--- src/design/depth_tree_navigator_top_defines.svh ---
// Assertion macros of the depth tree navigator, used by its controller.
`ifndef DEPTH_TREE_NAVIGATOR_TOP_DEFINES_SVH
`define DEPTH_TREE_NAVIGATOR_TOP_DEFINES_SVH
`ifndef SYNTH
`define DTN_ASSERT(lbl, prop, msg) \
	lbl: assert property (@(posedge clk) disable iff (!arst_n) prop) else $error(msg);
`define DTN_ASSERT_ALWAYS(lbl, prop, msg) \
	lbl: assert property (@(posedge clk) prop) else $error(msg);
`else
`define DTN_ASSERT(lbl, prop, msg)
`define DTN_ASSERT_ALWAYS(lbl, prop, msg)
`endif
`endif

--- src/design/dtn_pkg.sv ---
// Shared types, codes and defaults of the depth tree navigator.
package dtn_pkg;
	localparam int TABLE_ENTRIES_DEF = 256;
	localparam int DEPTH_BITS_DEF    = 4;
	localparam int REQ_W             = 3;
	localparam int INDEX_W           = 8;
	localparam int LOAD_DEPTH_W      = 4;

	typedef enum logic [REQ_W-1:0] {
		REQ_LOAD   = 3'd0,
		REQ_PARENT = 3'd1,
		REQ_CHILD  = 3'd2,
		REQ_NEXT   = 3'd3,
		REQ_PREV   = 3'd4
	} req_t;

	typedef enum logic [2:0] {
		ST_CLEAR,
		ST_IDLE,
		ST_SELF,
		ST_WALK,
		ST_PUSH
	} state_t;

	typedef struct packed {
		logic clr_wr;
		logic load_wr;
		logic start;
		logic save_self;
		logic step_up;
		logic step_dn;
		logic set_res;
		logic res_found;
		logic out_load;
	} dtn_cmd_t;

	typedef struct packed {
		logic             clr_last;
		logic [REQ_W-1:0] req;
		logic             stop;
		logic             pos_first;
		logic             pos_last;
		logic             self_d_zero;
		logic             self_d_max;
		logic             self_sub;
		logic             parent_hit;
		logic             sib_hit;
		logic             sib_shallow;
		logic             child_hit;
		logic             out_free;
	} dtn_sts_t;
endpackage

--- src/design/dtn_channels.sv ---
// Valid/ready channel interfaces for queries and answers.
interface dtn_query_if;
	import dtn_pkg::*;
	logic                    valid;
	logic                    ready;
	logic [REQ_W-1:0]        req_type;
	logic [INDEX_W-1:0]      entry_index;
	logic [LOAD_DEPTH_W-1:0] load_depth;
	logic                    load_is_submenu;
	logic                    load_is_boundary;

	modport source (output valid, req_type, entry_index, load_depth, load_is_submenu,
		load_is_boundary, input ready);
	modport sink (input valid, req_type, entry_index, load_depth, load_is_submenu,
		load_is_boundary, output ready);
endinterface

interface dtn_answer_if;
	import dtn_pkg::*;
	logic               valid;
	logic               ready;
	logic               found;
	logic [INDEX_W-1:0] target_index;

	modport source (output valid, found, target_index, input ready);
	modport sink (input valid, found, target_index, output ready);
endinterface

--- src/design/dtn_datapath.sv ---
// Table memory, walk position, result and answer registers of the navigator.
module dtn_datapath import dtn_pkg::*; #(
	parameter int TABLE_ENTRIES = TABLE_ENTRIES_DEF,
	parameter int DEPTH_BITS    = DEPTH_BITS_DEF
) (
	input  logic                    clk,
	input  logic                    arst_n,
	input  dtn_cmd_t                cmd,
	output dtn_sts_t                sts,
	input  logic [REQ_W-1:0]        req_type,
	input  logic [INDEX_W-1:0]      entry_index,
	input  logic [LOAD_DEPTH_W-1:0] load_depth,
	input  logic                    load_is_submenu,
	input  logic                    load_is_boundary,
	output logic                    out_valid,
	input  logic                    out_ready,
	output logic                    found,
	output logic [INDEX_W-1:0]      target_index
);
	localparam int IDX_W = $clog2(TABLE_ENTRIES);
	localparam logic [IDX_W-1:0] LAST_POS = IDX_W'(TABLE_ENTRIES - 1);

	logic [DEPTH_BITS-1:0] depth_mem [TABLE_ENTRIES];
	logic                  sub_mem   [TABLE_ENTRIES];
	logic                  bnd_mem   [TABLE_ENTRIES];

	logic [IDX_W-1:0]              clr_q;
	logic [IDX_W-1:0]              pos_q;
	logic [IDX_W-1:0]              rd_addr;
	logic [IDX_W-1:0]              wr_addr;
	logic [REQ_W-1:0]              req_q;
	logic                          oor_q;
	logic [DEPTH_BITS-1:0]         d_q;
	logic [DEPTH_BITS-1:0]         rd_depth_q;
	logic                          rd_sub_q;
	logic                          rd_bnd_q;
	logic                          out_valid_q;
	logic                          out_found_q;
	logic [INDEX_W-1:0]            out_idx_q;
	logic                          res_found_q;
	logic [INDEX_W-1:0]            res_idx_q;
	logic [IDX_W+INDEX_W-1:0]      idx_wide;
	logic [IDX_W+INDEX_W-1:0]      pos_wide;
	logic [LOAD_DEPTH_W+DEPTH_BITS-1:0] ld_wide;
	logic [IDX_W-1:0]              idx_pos;
	logic [INDEX_W-1:0]            pos_idx;
	logic                          idx_in_range;
	logic                          mem_wr;

	assign idx_wide     = {{IDX_W{1'b0}}, entry_index};
	assign idx_pos      = idx_wide[IDX_W-1:0];
	assign pos_wide     = {{INDEX_W{1'b0}}, pos_q};
	assign pos_idx      = pos_wide[INDEX_W-1:0];
	assign ld_wide      = {{DEPTH_BITS{1'b0}}, load_depth};
	assign idx_in_range = int'(entry_index) < TABLE_ENTRIES;
	assign mem_wr       = cmd.clr_wr || (cmd.load_wr && idx_in_range);
	assign wr_addr      = cmd.clr_wr ? clr_q : idx_pos;

	always_comb begin
		priority if (cmd.start) begin
			rd_addr = idx_pos;
		end else if (cmd.step_up) begin
			rd_addr = pos_q + IDX_W'(1);
		end else if (cmd.step_dn) begin
			rd_addr = pos_q - IDX_W'(1);
		end else begin
			rd_addr = pos_q;
		end
	end

	// The boundary store is swept to all ones after reset; the others are not.
	always_ff @(posedge clk) begin
		if (mem_wr) begin
			bnd_mem[wr_addr] <= cmd.clr_wr ? 1'b1 : load_is_boundary;
		end
		if (cmd.load_wr && idx_in_range) begin
			depth_mem[wr_addr] <= ld_wide[DEPTH_BITS-1:0];
			sub_mem[wr_addr]   <= load_is_submenu;
		end
		rd_depth_q <= depth_mem[rd_addr];
		rd_sub_q   <= sub_mem[rd_addr];
		rd_bnd_q   <= bnd_mem[rd_addr];
	end

	always_ff @(posedge clk or negedge arst_n) begin
		if (!arst_n) begin
			clr_q       <= '0;
			out_valid_q <= 1'b0;
		end else begin
			if (cmd.clr_wr) begin
				clr_q <= clr_q + IDX_W'(1);
			end
			if (cmd.out_load) begin
				out_valid_q <= 1'b1;
			end else if (out_ready) begin
				out_valid_q <= 1'b0;
			end
		end
	end

	always_ff @(posedge clk) begin
		pos_q <= rd_addr;
		if (cmd.start) begin
			req_q <= req_type;
			oor_q <= !idx_in_range;
		end
		if (cmd.save_self) begin
			d_q <= rd_depth_q;
		end
		if (cmd.set_res) begin
			res_found_q <= cmd.res_found;
			res_idx_q   <= cmd.res_found ? pos_idx : '0;
		end
		if (cmd.out_load) begin
			out_found_q <= res_found_q;
			out_idx_q   <= res_idx_q;
		end
	end

	always_comb begin
		sts.clr_last    = clr_q == LAST_POS;
		sts.req         = req_q;
		sts.stop        = oor_q || rd_bnd_q;
		sts.pos_first   = pos_q == '0;
		sts.pos_last    = pos_q == LAST_POS;
		sts.self_d_zero = rd_depth_q == '0;
		sts.self_d_max  = &rd_depth_q;
		sts.self_sub    = rd_sub_q;
		sts.parent_hit  = (d_q != '0) && (rd_depth_q == d_q - DEPTH_BITS'(1));
		sts.sib_hit     = rd_depth_q == d_q;
		sts.sib_shallow = rd_depth_q < d_q;
		sts.child_hit   = rd_depth_q == d_q + DEPTH_BITS'(1);
		sts.out_free    = !out_valid_q || out_ready;
	end

	assign out_valid    = out_valid_q;
	assign found        = out_found_q;
	assign target_index = out_idx_q;
endmodule

--- src/design/dtn_controller.sv ---
// Sequencer of the navigator: clearing pass, request decode and table walk.
module dtn_controller import dtn_pkg::*; (
	input  logic             clk,
	input  logic             arst_n,
	input  logic             in_valid,
	output logic             in_ready,
	input  logic [REQ_W-1:0] req_type,
	input  dtn_sts_t         sts,
	output dtn_cmd_t         cmd
);
	`include "depth_tree_navigator_top_defines.svh"

	state_t state_q;
	state_t state_d;

	always_ff @(posedge clk or negedge arst_n) begin
		if (!arst_n) begin
			state_q <= ST_CLEAR;
		end else begin
			state_q <= state_d;
		end
	end

	always_comb begin
		state_d  = state_q;
		cmd      = '0;
		in_ready = 1'b0;
		unique case (state_q)
			ST_CLEAR: begin
				cmd.clr_wr = 1'b1;
				if (sts.clr_last) begin
					state_d = ST_IDLE;
				end
			end
			ST_IDLE: begin
				in_ready = 1'b1;
				if (in_valid) begin
					priority if (req_type == REQ_LOAD) begin
						cmd.load_wr = 1'b1;
					end else if (req_type == REQ_PARENT || req_type == REQ_CHILD ||
						req_type == REQ_NEXT || req_type == REQ_PREV) begin
						cmd.start = 1'b1;
						state_d   = ST_SELF;
					end else begin
						state_d = ST_IDLE;
					end
				end
			end
			ST_SELF: begin
				if (sts.stop) begin
					cmd.set_res = 1'b1;
					state_d     = ST_PUSH;
				end else begin
					cmd.save_self = 1'b1;
					state_d       = ST_WALK;
					unique case (sts.req)
						REQ_PARENT: begin
							if (sts.self_d_zero || sts.pos_first) begin
								cmd.set_res = 1'b1;
								state_d     = ST_PUSH;
							end else begin
								cmd.step_dn = 1'b1;
							end
						end
						REQ_CHILD: begin
							if (!sts.self_sub || sts.self_d_max || sts.pos_last) begin
								cmd.set_res = 1'b1;
								state_d     = ST_PUSH;
							end else begin
								cmd.step_up = 1'b1;
							end
						end
						REQ_NEXT: begin
							if (sts.pos_last) begin
								cmd.set_res = 1'b1;
								state_d     = ST_PUSH;
							end else begin
								cmd.step_up = 1'b1;
							end
						end
						REQ_PREV: begin
							if (sts.pos_first) begin
								cmd.set_res = 1'b1;
								state_d     = ST_PUSH;
							end else begin
								cmd.step_dn = 1'b1;
							end
						end
						default: begin
							cmd.set_res = 1'b1;
							state_d     = ST_PUSH;
						end
					endcase
				end
			end
			ST_WALK: begin
				if (sts.stop) begin
					cmd.set_res = 1'b1;
					state_d     = ST_PUSH;
				end else begin
					unique case (sts.req)
						REQ_PARENT: begin
							if (sts.parent_hit || sts.pos_first) begin
								cmd.set_res   = 1'b1;
								cmd.res_found = sts.parent_hit;
								state_d       = ST_PUSH;
							end else begin
								cmd.step_dn = 1'b1;
							end
						end
						REQ_CHILD: begin
							cmd.set_res   = 1'b1;
							cmd.res_found = sts.child_hit;
							state_d       = ST_PUSH;
						end
						REQ_NEXT: begin
							if (sts.sib_hit || sts.sib_shallow || sts.pos_last) begin
								cmd.set_res   = 1'b1;
								cmd.res_found = sts.sib_hit;
								state_d       = ST_PUSH;
							end else begin
								cmd.step_up = 1'b1;
							end
						end
						REQ_PREV: begin
							if (sts.sib_hit || sts.sib_shallow || sts.pos_first) begin
								cmd.set_res   = 1'b1;
								cmd.res_found = sts.sib_hit;
								state_d       = ST_PUSH;
							end else begin
								cmd.step_dn = 1'b1;
							end
						end
						default: begin
							cmd.set_res = 1'b1;
							state_d     = ST_PUSH;
						end
					endcase
				end
			end
			ST_PUSH: begin
				if (sts.out_free) begin
					cmd.out_load = 1'b1;
					state_d      = ST_IDLE;
				end
			end
			default: begin
				state_d = ST_IDLE;
			end
		endcase
	end

	// The answer register is only overwritten once its old answer has left.
	`DTN_ASSERT(a_out_load_free, cmd.out_load |-> sts.out_free, "answer overwritten")
	// A walk never steps past either end of the table.
	`DTN_ASSERT(a_step_up_end, cmd.step_up |-> !sts.pos_last, "walk past table end")
	`DTN_ASSERT(a_step_dn_end, cmd.step_dn |-> !sts.pos_first, "walk before table start")
	// A started query always leaves the idle state and never takes a second one.
	`DTN_ASSERT(a_start_leaves_idle, cmd.start |=> !in_ready, "query started twice")
endmodule

--- src/design/depth_tree_navigator_top.sv ---
// Top level of the depth tree navigator: preorder tree table with relative queries.
// The block keeps a tree as a preorder table of TABLE_ENTRIES entries, each with a
// depth, a submenu mark and a boundary mark. A load transfer (req_type 0) writes one
// entry and gives no answer; loads at positions beyond the table and request
// codes 5 to 7 are dropped. Parent, first child, next sibling and previous sibling
// queries each give exactly one answer transfer carrying found and the target
// position (0 when nothing is found). The table sits in a single-port read memory
// with registered read data, and the walk reads one entry per cycle. A walk covers
// at most TABLE_ENTRIES - 1 entries, one for first child, none when the queried
// entry itself is a boundary or out of range. The query channel takes one item at
// a time and is ready again in the cycle after the answer is registered, even if
// that answer still waits on the answer channel. After reset a clearing pass marks
// every entry as a boundary, one entry per cycle, so the query channel is not
// ready until the pass is done. Entries that were never loaded read as boundaries,
// which ends every walk there.
module depth_tree_navigator_top import dtn_pkg::*; #(
	parameter int TABLE_ENTRIES = TABLE_ENTRIES_DEF,
	parameter int DEPTH_BITS    = DEPTH_BITS_DEF
) (
	input logic          clk,
	input logic          arst_n,
	dtn_query_if.sink    query,
	dtn_answer_if.source answer
);
	dtn_cmd_t cmd;
	dtn_sts_t sts;

	// Sequencing lives in the controller; the table and all payload in the datapath.
	dtn_controller u_ctrl (
		.clk      (clk),
		.arst_n   (arst_n),
		.in_valid (query.valid),
		.in_ready (query.ready),
		.req_type (query.req_type),
		.sts      (sts),
		.cmd      (cmd)
	);

	dtn_datapath #(
		.TABLE_ENTRIES (TABLE_ENTRIES),
		.DEPTH_BITS    (DEPTH_BITS)
	) u_dp (
		.clk              (clk),
		.arst_n           (arst_n),
		.cmd              (cmd),
		.sts              (sts),
		.req_type         (query.req_type),
		.entry_index      (query.entry_index),
		.load_depth       (query.load_depth),
		.load_is_submenu  (query.load_is_submenu),
		.load_is_boundary (query.load_is_boundary),
		.out_valid        (answer.valid),
		.out_ready        (answer.ready),
		.found            (answer.found),
		.target_index     (answer.target_index)
	);
endmodule

--- src/flat_wrapper.sv ---
// flat-port wrapper written by rule: the top's interface ports become plain ports
module depth_tree_navigator_top_flat import dtn_pkg::*;
#(
	parameter int TABLE_ENTRIES = TABLE_ENTRIES_DEF,
	parameter int DEPTH_BITS    = DEPTH_BITS_DEF
)
  (clk, arst_n, query_valid, query_req_type, query_entry_index, query_load_depth, query_load_is_submenu, query_load_is_boundary, query_ready, answer_valid, answer_found, answer_target_index, answer_ready);
  dtn_query_if query_i ();
  dtn_answer_if answer_i ();
  input logic clk;
  input logic arst_n;
  input wire logic [$bits(query_i.valid)-1:0] query_valid;
  input wire logic [$bits(query_i.req_type)-1:0] query_req_type;
  input wire logic [$bits(query_i.entry_index)-1:0] query_entry_index;
  input wire logic [$bits(query_i.load_depth)-1:0] query_load_depth;
  input wire logic [$bits(query_i.load_is_submenu)-1:0] query_load_is_submenu;
  input wire logic [$bits(query_i.load_is_boundary)-1:0] query_load_is_boundary;
  output wire logic [$bits(query_i.ready)-1:0] query_ready;
  output wire logic [$bits(answer_i.valid)-1:0] answer_valid;
  output wire logic [$bits(answer_i.found)-1:0] answer_found;
  output wire logic [$bits(answer_i.target_index)-1:0] answer_target_index;
  input wire logic [$bits(answer_i.ready)-1:0] answer_ready;
  assign query_i.valid = query_valid;
  assign query_i.req_type = query_req_type;
  assign query_i.entry_index = query_entry_index;
  assign query_i.load_depth = query_load_depth;
  assign query_i.load_is_submenu = query_load_is_submenu;
  assign query_i.load_is_boundary = query_load_is_boundary;
  assign query_ready = query_i.ready;
  assign answer_valid = answer_i.valid;
  assign answer_found = answer_i.found;
  assign answer_target_index = answer_i.target_index;
  assign answer_i.ready = answer_ready;
  depth_tree_navigator_top #(.TABLE_ENTRIES(TABLE_ENTRIES), .DEPTH_BITS(DEPTH_BITS)) u_core (.clk(clk), .arst_n(arst_n), .query(query_i), .answer(answer_i));
endmodule
--- config.mk ---
export PLATFORM = sky130hd
export DESIGN_NAME = depth_tree_navigator_top_flat
export DESIGN_NICKNAME = d
export VERILOG_FILES = /design/src/design/dtn_pkg.sv /design/src/design/dtn_channels.sv /design/src/design/dtn_datapath.sv /design/src/design/dtn_controller.sv /design/src/design/depth_tree_navigator_top.sv /design/src/flat_wrapper.sv
export VERILOG_INCLUDE_DIRS = /design/src /design/src/design
export SDC_FILE = /design/constraint.sdc
export NUM_CORES = 2
export LEC_CHECK = 0
export BUFFER_PORTS_ARGS = -buffer_cell sky130_fd_sc_hd__buf_2
export CAP_MARGIN = 20
export CORE_MARGIN = 8
export CORE_UTILIZATION = 45
export DETAILED_ROUTE_END_ITERATION = 8
export HOLD_SLACK_MARGIN = 0.03
export SLEW_MARGIN = 20
export SYNTH_ARGS = -nofsm -noshare
export SYNTH_HDL_FRONTEND = slang
export SYNTH_SLANG_ARGS = --single-unit
--- constraint.sdc ---
create_clock -name clk -period 4.91 [get_ports clk]
set_input_delay 0.982 -clock clk [delete_from_list [all_inputs] [get_ports clk]]
set_output_delay 0.982 -clock clk [all_outputs]
set_load 0.02 [all_outputs]
==> flow_metrics.tcl <==
set metrics [dict create \
    total_power_w 0.04428 \
    numCtsBuffers 166 \
    crit_fanout 6 \
    grt_max_degree 114 \
    hold_path_class "input pin to flip-flop" \
    final_core_util_pct 52.63 \
    initial_core_util_pct 45.35 \
    port_buffers 31 \
    hpwlAfterDp_um 126400 \
    ir_drop_mv 0.4883 \
    rrSetupSlack_ps 140 \
    h-tree-depth 4 \
    synthArstFlopShare_pct 0.7561 \
    max_cap_violations 0 \
    cp_slowest_stage_delay_ps 580 \
    power_density_nw_per_um2 569.7 \
    fmax_mhz 209.7 \
    avgSynthCellArea_um2 13.09 \
    avgViaCountPerCell 5.956 \
    die_y_um 401.8 \
    worstHoldEndpoint "u_core.u_dp.req_q[1]$_DFFE_PP_" \
    rsz0062_at_grt "true" \
    first_iter_violations 5290 \
    worst-path-buf-inv 6 \
    synthFlopType "edfxtp_1" \
    synth_cell_types 76 \
    dieArea_um2 161400 \
    layout.nets 5421 \
    crit_required_ps 5580 \
    cts.path.max_buffers 3 \
    dp.cells 7147 \
    synth_seq_area_share_pct 70.87 \
    syn_nets 5146 \
    drive_gt1_share_pct 15.15 \
    synth_cells 5114 \
    drtPass1Iterations 6 \
    synthMuxAreaShare_pct 6.858 \
    area_growth_syn_to_layout_pct 16.07 \
    cp_slowest_cell "or4_4" \
    worst_slew_pin_slew_ps 1169 \
    place_congestion 0.9046 \
    hold_violations 0 \
    critPathKind "flip-flop to flip-flop" \
    antenna_found_initial 1 \
    min_from "query_req_type[1]" \
    synthAdderAreaFrac_pct 0.2055 \
    post_dp_cell_area_um2 72170 \
    critPathLaunchType "flip-flop" \
    grt.total_usage_pct 24.14 \
    ant_nets 0 \
    fin_area_um2 77720 \
    die_w_um 401.8 \
    clk_pin_slew_ps 60 \
    clock_latency_ps 810 \
    core_um2 147700 \
    row_count 141 \
    r2r_cells 20 \
    period_needed_ps 4768 \
    cts-root-buf "clkbuf_16" \
    ys_ff_latch 1587 \
    p_leak_nw 27.58 \
    r2r_end "u_core.u_dp.rd_depth_q[0]$_DFF_P_" \
    setup_viol 0 \
    fin_cells 7448 \
    arrival_ps 5440 \
    cpMostUsedCell "buf_4" \
    diodes 0 \
    status "finished, final reports clean" \
    grt_pass1_wl_um 291900 \
    tritoncts "built" \
    post-route-period-util_pct 97.11 \
    syn-cell-area_um2 66960 \
    grt-ovfl-total 0 \
    end_kind "flip-flop" \
    hold-path-cell-count 1 \
    crit_chain "inv_1 > ha_1 > nor2b_1 > o211a_1 > o21a_2 > o21a_2 > buf_4 > and3_1 > a22o_1 > a311o_1 > buf_4 > buf_4 > or4_4 > nor2_2 > buf_4 > a21boi_0 > a2111oi_2 > nand4_1 > buf_4 > o22ai_1" \
    synth_top_family_by_area "simple AND/OR/NAND/NOR gates" \
    synthSimpleGateAreaFrac_pct 12.15 \
    synth_xor_area_share_pct 0.2093 \
    synth_edf_count 1561 \
    synth_compound_area_share_pct 6.932 \
    cp_top_family "compound AO/OA/AOI/OAI gates" \
    wl_per_cell_um 27.12 \
    relSlewSlack_pct 21.80 \
    clock-sinks 1587 \
    finClkSkew_ps 35.87 \
    reg2reg_from "u_core.u_dp.d_q[1]$_DFFE_PP_" \
    io_pins 32 \
    dr_total_vias 44360 \
    grt_pass1_vias 42900 \
    wl_um 202000 \
    synth-warning-count 0 \
    route.detailed.drc 0 \
    maxSlewViolCount 0 \
]
[worst max path at each step]
stage | from | end | slack (ps) | cells past startpoint
6_report | u_core.u_dp.d_q[1]$_DFFE_PP_ | u_core.u_dp.rd_depth_q[0]$_DFF_P_ | 140 | 20
2_1_floorplan | query_req_type[1] | u_core.u_dp.rd_depth_q[2]$_DFF_P_ | 710 | 17
3_5_place_dp | query_req_type[1] | u_core.u_dp.rd_depth_q[1]$_DFF_P_ | -420 | 17
5_1_grt | u_core.u_dp.d_q[1]$_DFFE_PP_ | u_core.u_dp.rd_depth_q[2]$_DFF_P_ | -50 | 20
4_1_cts | u_core.u_dp.d_q[1]$_DFFE_PP_ | u_core.u_dp.rd_depth_q[1]$_DFF_P_ | 5 | 20
3_3_place_gp | query_req_type[1] | u_core.u_dp.rd_depth_q[1]$_DFF_P_ | -480 | 18
[what timing repair did]
action                                  in CTS  in global routing
buffers inserted                             0                  2
endpoints found under the setup margin       5                  6
pin swaps                                    0                  9
resized for setup                           12                 62
hold endpoints to repair                    12                  0
hold buffers                                 1                  0
cloned                                       0                  1
[kinds of logic after synthesis]
| kind of cell | count (synthesis) |
|---|---|
| simple gates | 1941 |
| mux | 452 |
| compound gates | 669 |
| buf+inv | 438 |
| flops | 1587 |
| fa+ha+maj | 11 |
| xor+xnor | 16 |
[flip-flops by register name (all words and copies together) (netlist names), 4 cells and up]
name / flops
u_core.u_dp.bnd_mem: 256
u_core.u_dp.clr_q: 8
u_core.u_dp.d_q: 4
u_core.u_dp.depth_mem: 1024
u_core.u_dp.pos_idx: 8
u_core.u_dp.rd_depth_q: 4
u_core.u_dp.res_idx_q: 8
u_core.u_dp.sub_mem: 256
u_core.u_dp.target_index: 8
[routing by layer]
layer  vias up  part of all wire (%)  GRT usage [%]
met4         0                   3.6          8.127
met5         -                     0              0
met2      1995                    46          38.72
li1      19540                     -              -
met1     22470                    42          33.53
met3       358                   8.2          4.176
[power by group]
| part | switching [W] | total (W) | leakage, nW | internal [W] |
|---|---|---|---|---|
| logic | 0.0109 | 0.0166 | 10.8 | 0.00573 |
| clock network | 0.00528 | 0.0121 | 2.52 | 0.00682 |
| registers | 0.000189 | 0.0155 | 14.3 | 0.0153 |
| total | 0.0164 | 0.0443 | 27.6 | 0.0279 |
[final cells by class]
class | count | area, µm²
Tap cell | 1930 | 2415
Fill cell | 12440 | 69940
Sequential cell | 1587 | 47460
Clock inverter | 85 | 748.2
Inverter | 72 | 291.5
Clock buffer | 212 | 4432
Timing Repair Buffer | 473 | 4387
Multi-Input combinational cell | 3089 | 17990
[cell usage after synthesis (all sizes together), types with 15 or more instances]
cell / instances / area (µm²)
a221oi: 15 / 131.4
inv: 71 / 266.5
nand2: 899 / 3374
edfxtp: 1561 / 46870
o21ai: 36 / 180.2
o211ai: 57 / 427.9
buf: 179 / 888.3
a211oi: 39 / 302.8
nor3: 74 / 386.6
o221ai: 27 / 236.5
nand3b: 17 / 127.6
a31oi: 22 / 143.9
a21oi: 205 / 1026
nand4: 38 / 237.7
clkbuf: 187 / 703.2
mux2: 54 / 608.1
o31ai: 85 / 638.1
or3: 16 / 100.1
nand3: 297 / 1486
mux2i: 398 / 3984
nor2: 544 / 2042
a2111oi: 28 / 245.2
o22ai: 27 / 168.9
[per-stage QoR]
stage	setup TNS, ps	setup slack [ps]	hold slack [ps]
finish	0	141.9	369.3
global route	-103.8	-47.09	349.9
CTS	0	5.470	314.7
detailed placement	-1019	-424.9	410.2
global placement	-1391	-475.9	415.5
floorplan	0	714.0	400.3
[worst reg2reg max path, delay by kind of cell (launching register included)]
family	cells	cell delay (ps)
flip-flops	1	390
AO/OA/AOI/OAI	8	1800
buffers and inverters	6	960
adder cells (fa/ha/maj)	1	250
AND/OR/NAND/NOR	5	1220
[cell usage in the layout, fill, tap and decap left out, types with 12 or more instances in the layout]
cell type / instances
a2111oi_0: 14
a211oi_1: 32
a21boi_0: 12
a21oi_1: 205
a221oi_1: 14
a31oi_1: 21
and3_1: 12
buf_12: 62
buf_2: 26
buf_4: 368
clkbuf_1: 40
clkbuf_16: 171
clkinv_1: 35
clkinv_2: 25
dfrtp_1: 12
dfxtp_1: 14
edfxtp_1: 1561
inv_1: 66
mux2_2: 54
mux2i_1: 398
nand2_1: 882
nand2_2: 17
nand3_1: 296
nand3b_1: 17
nand4_1: 38
nor2_1: 540
nor3_1: 67
o2111ai_1: 13
o211ai_1: 57
o21ai_0: 32
o221ai_1: 25
o22ai_1: 26
o31ai_1: 77
or3_1: 14
(Power assumes the default switching activity.)
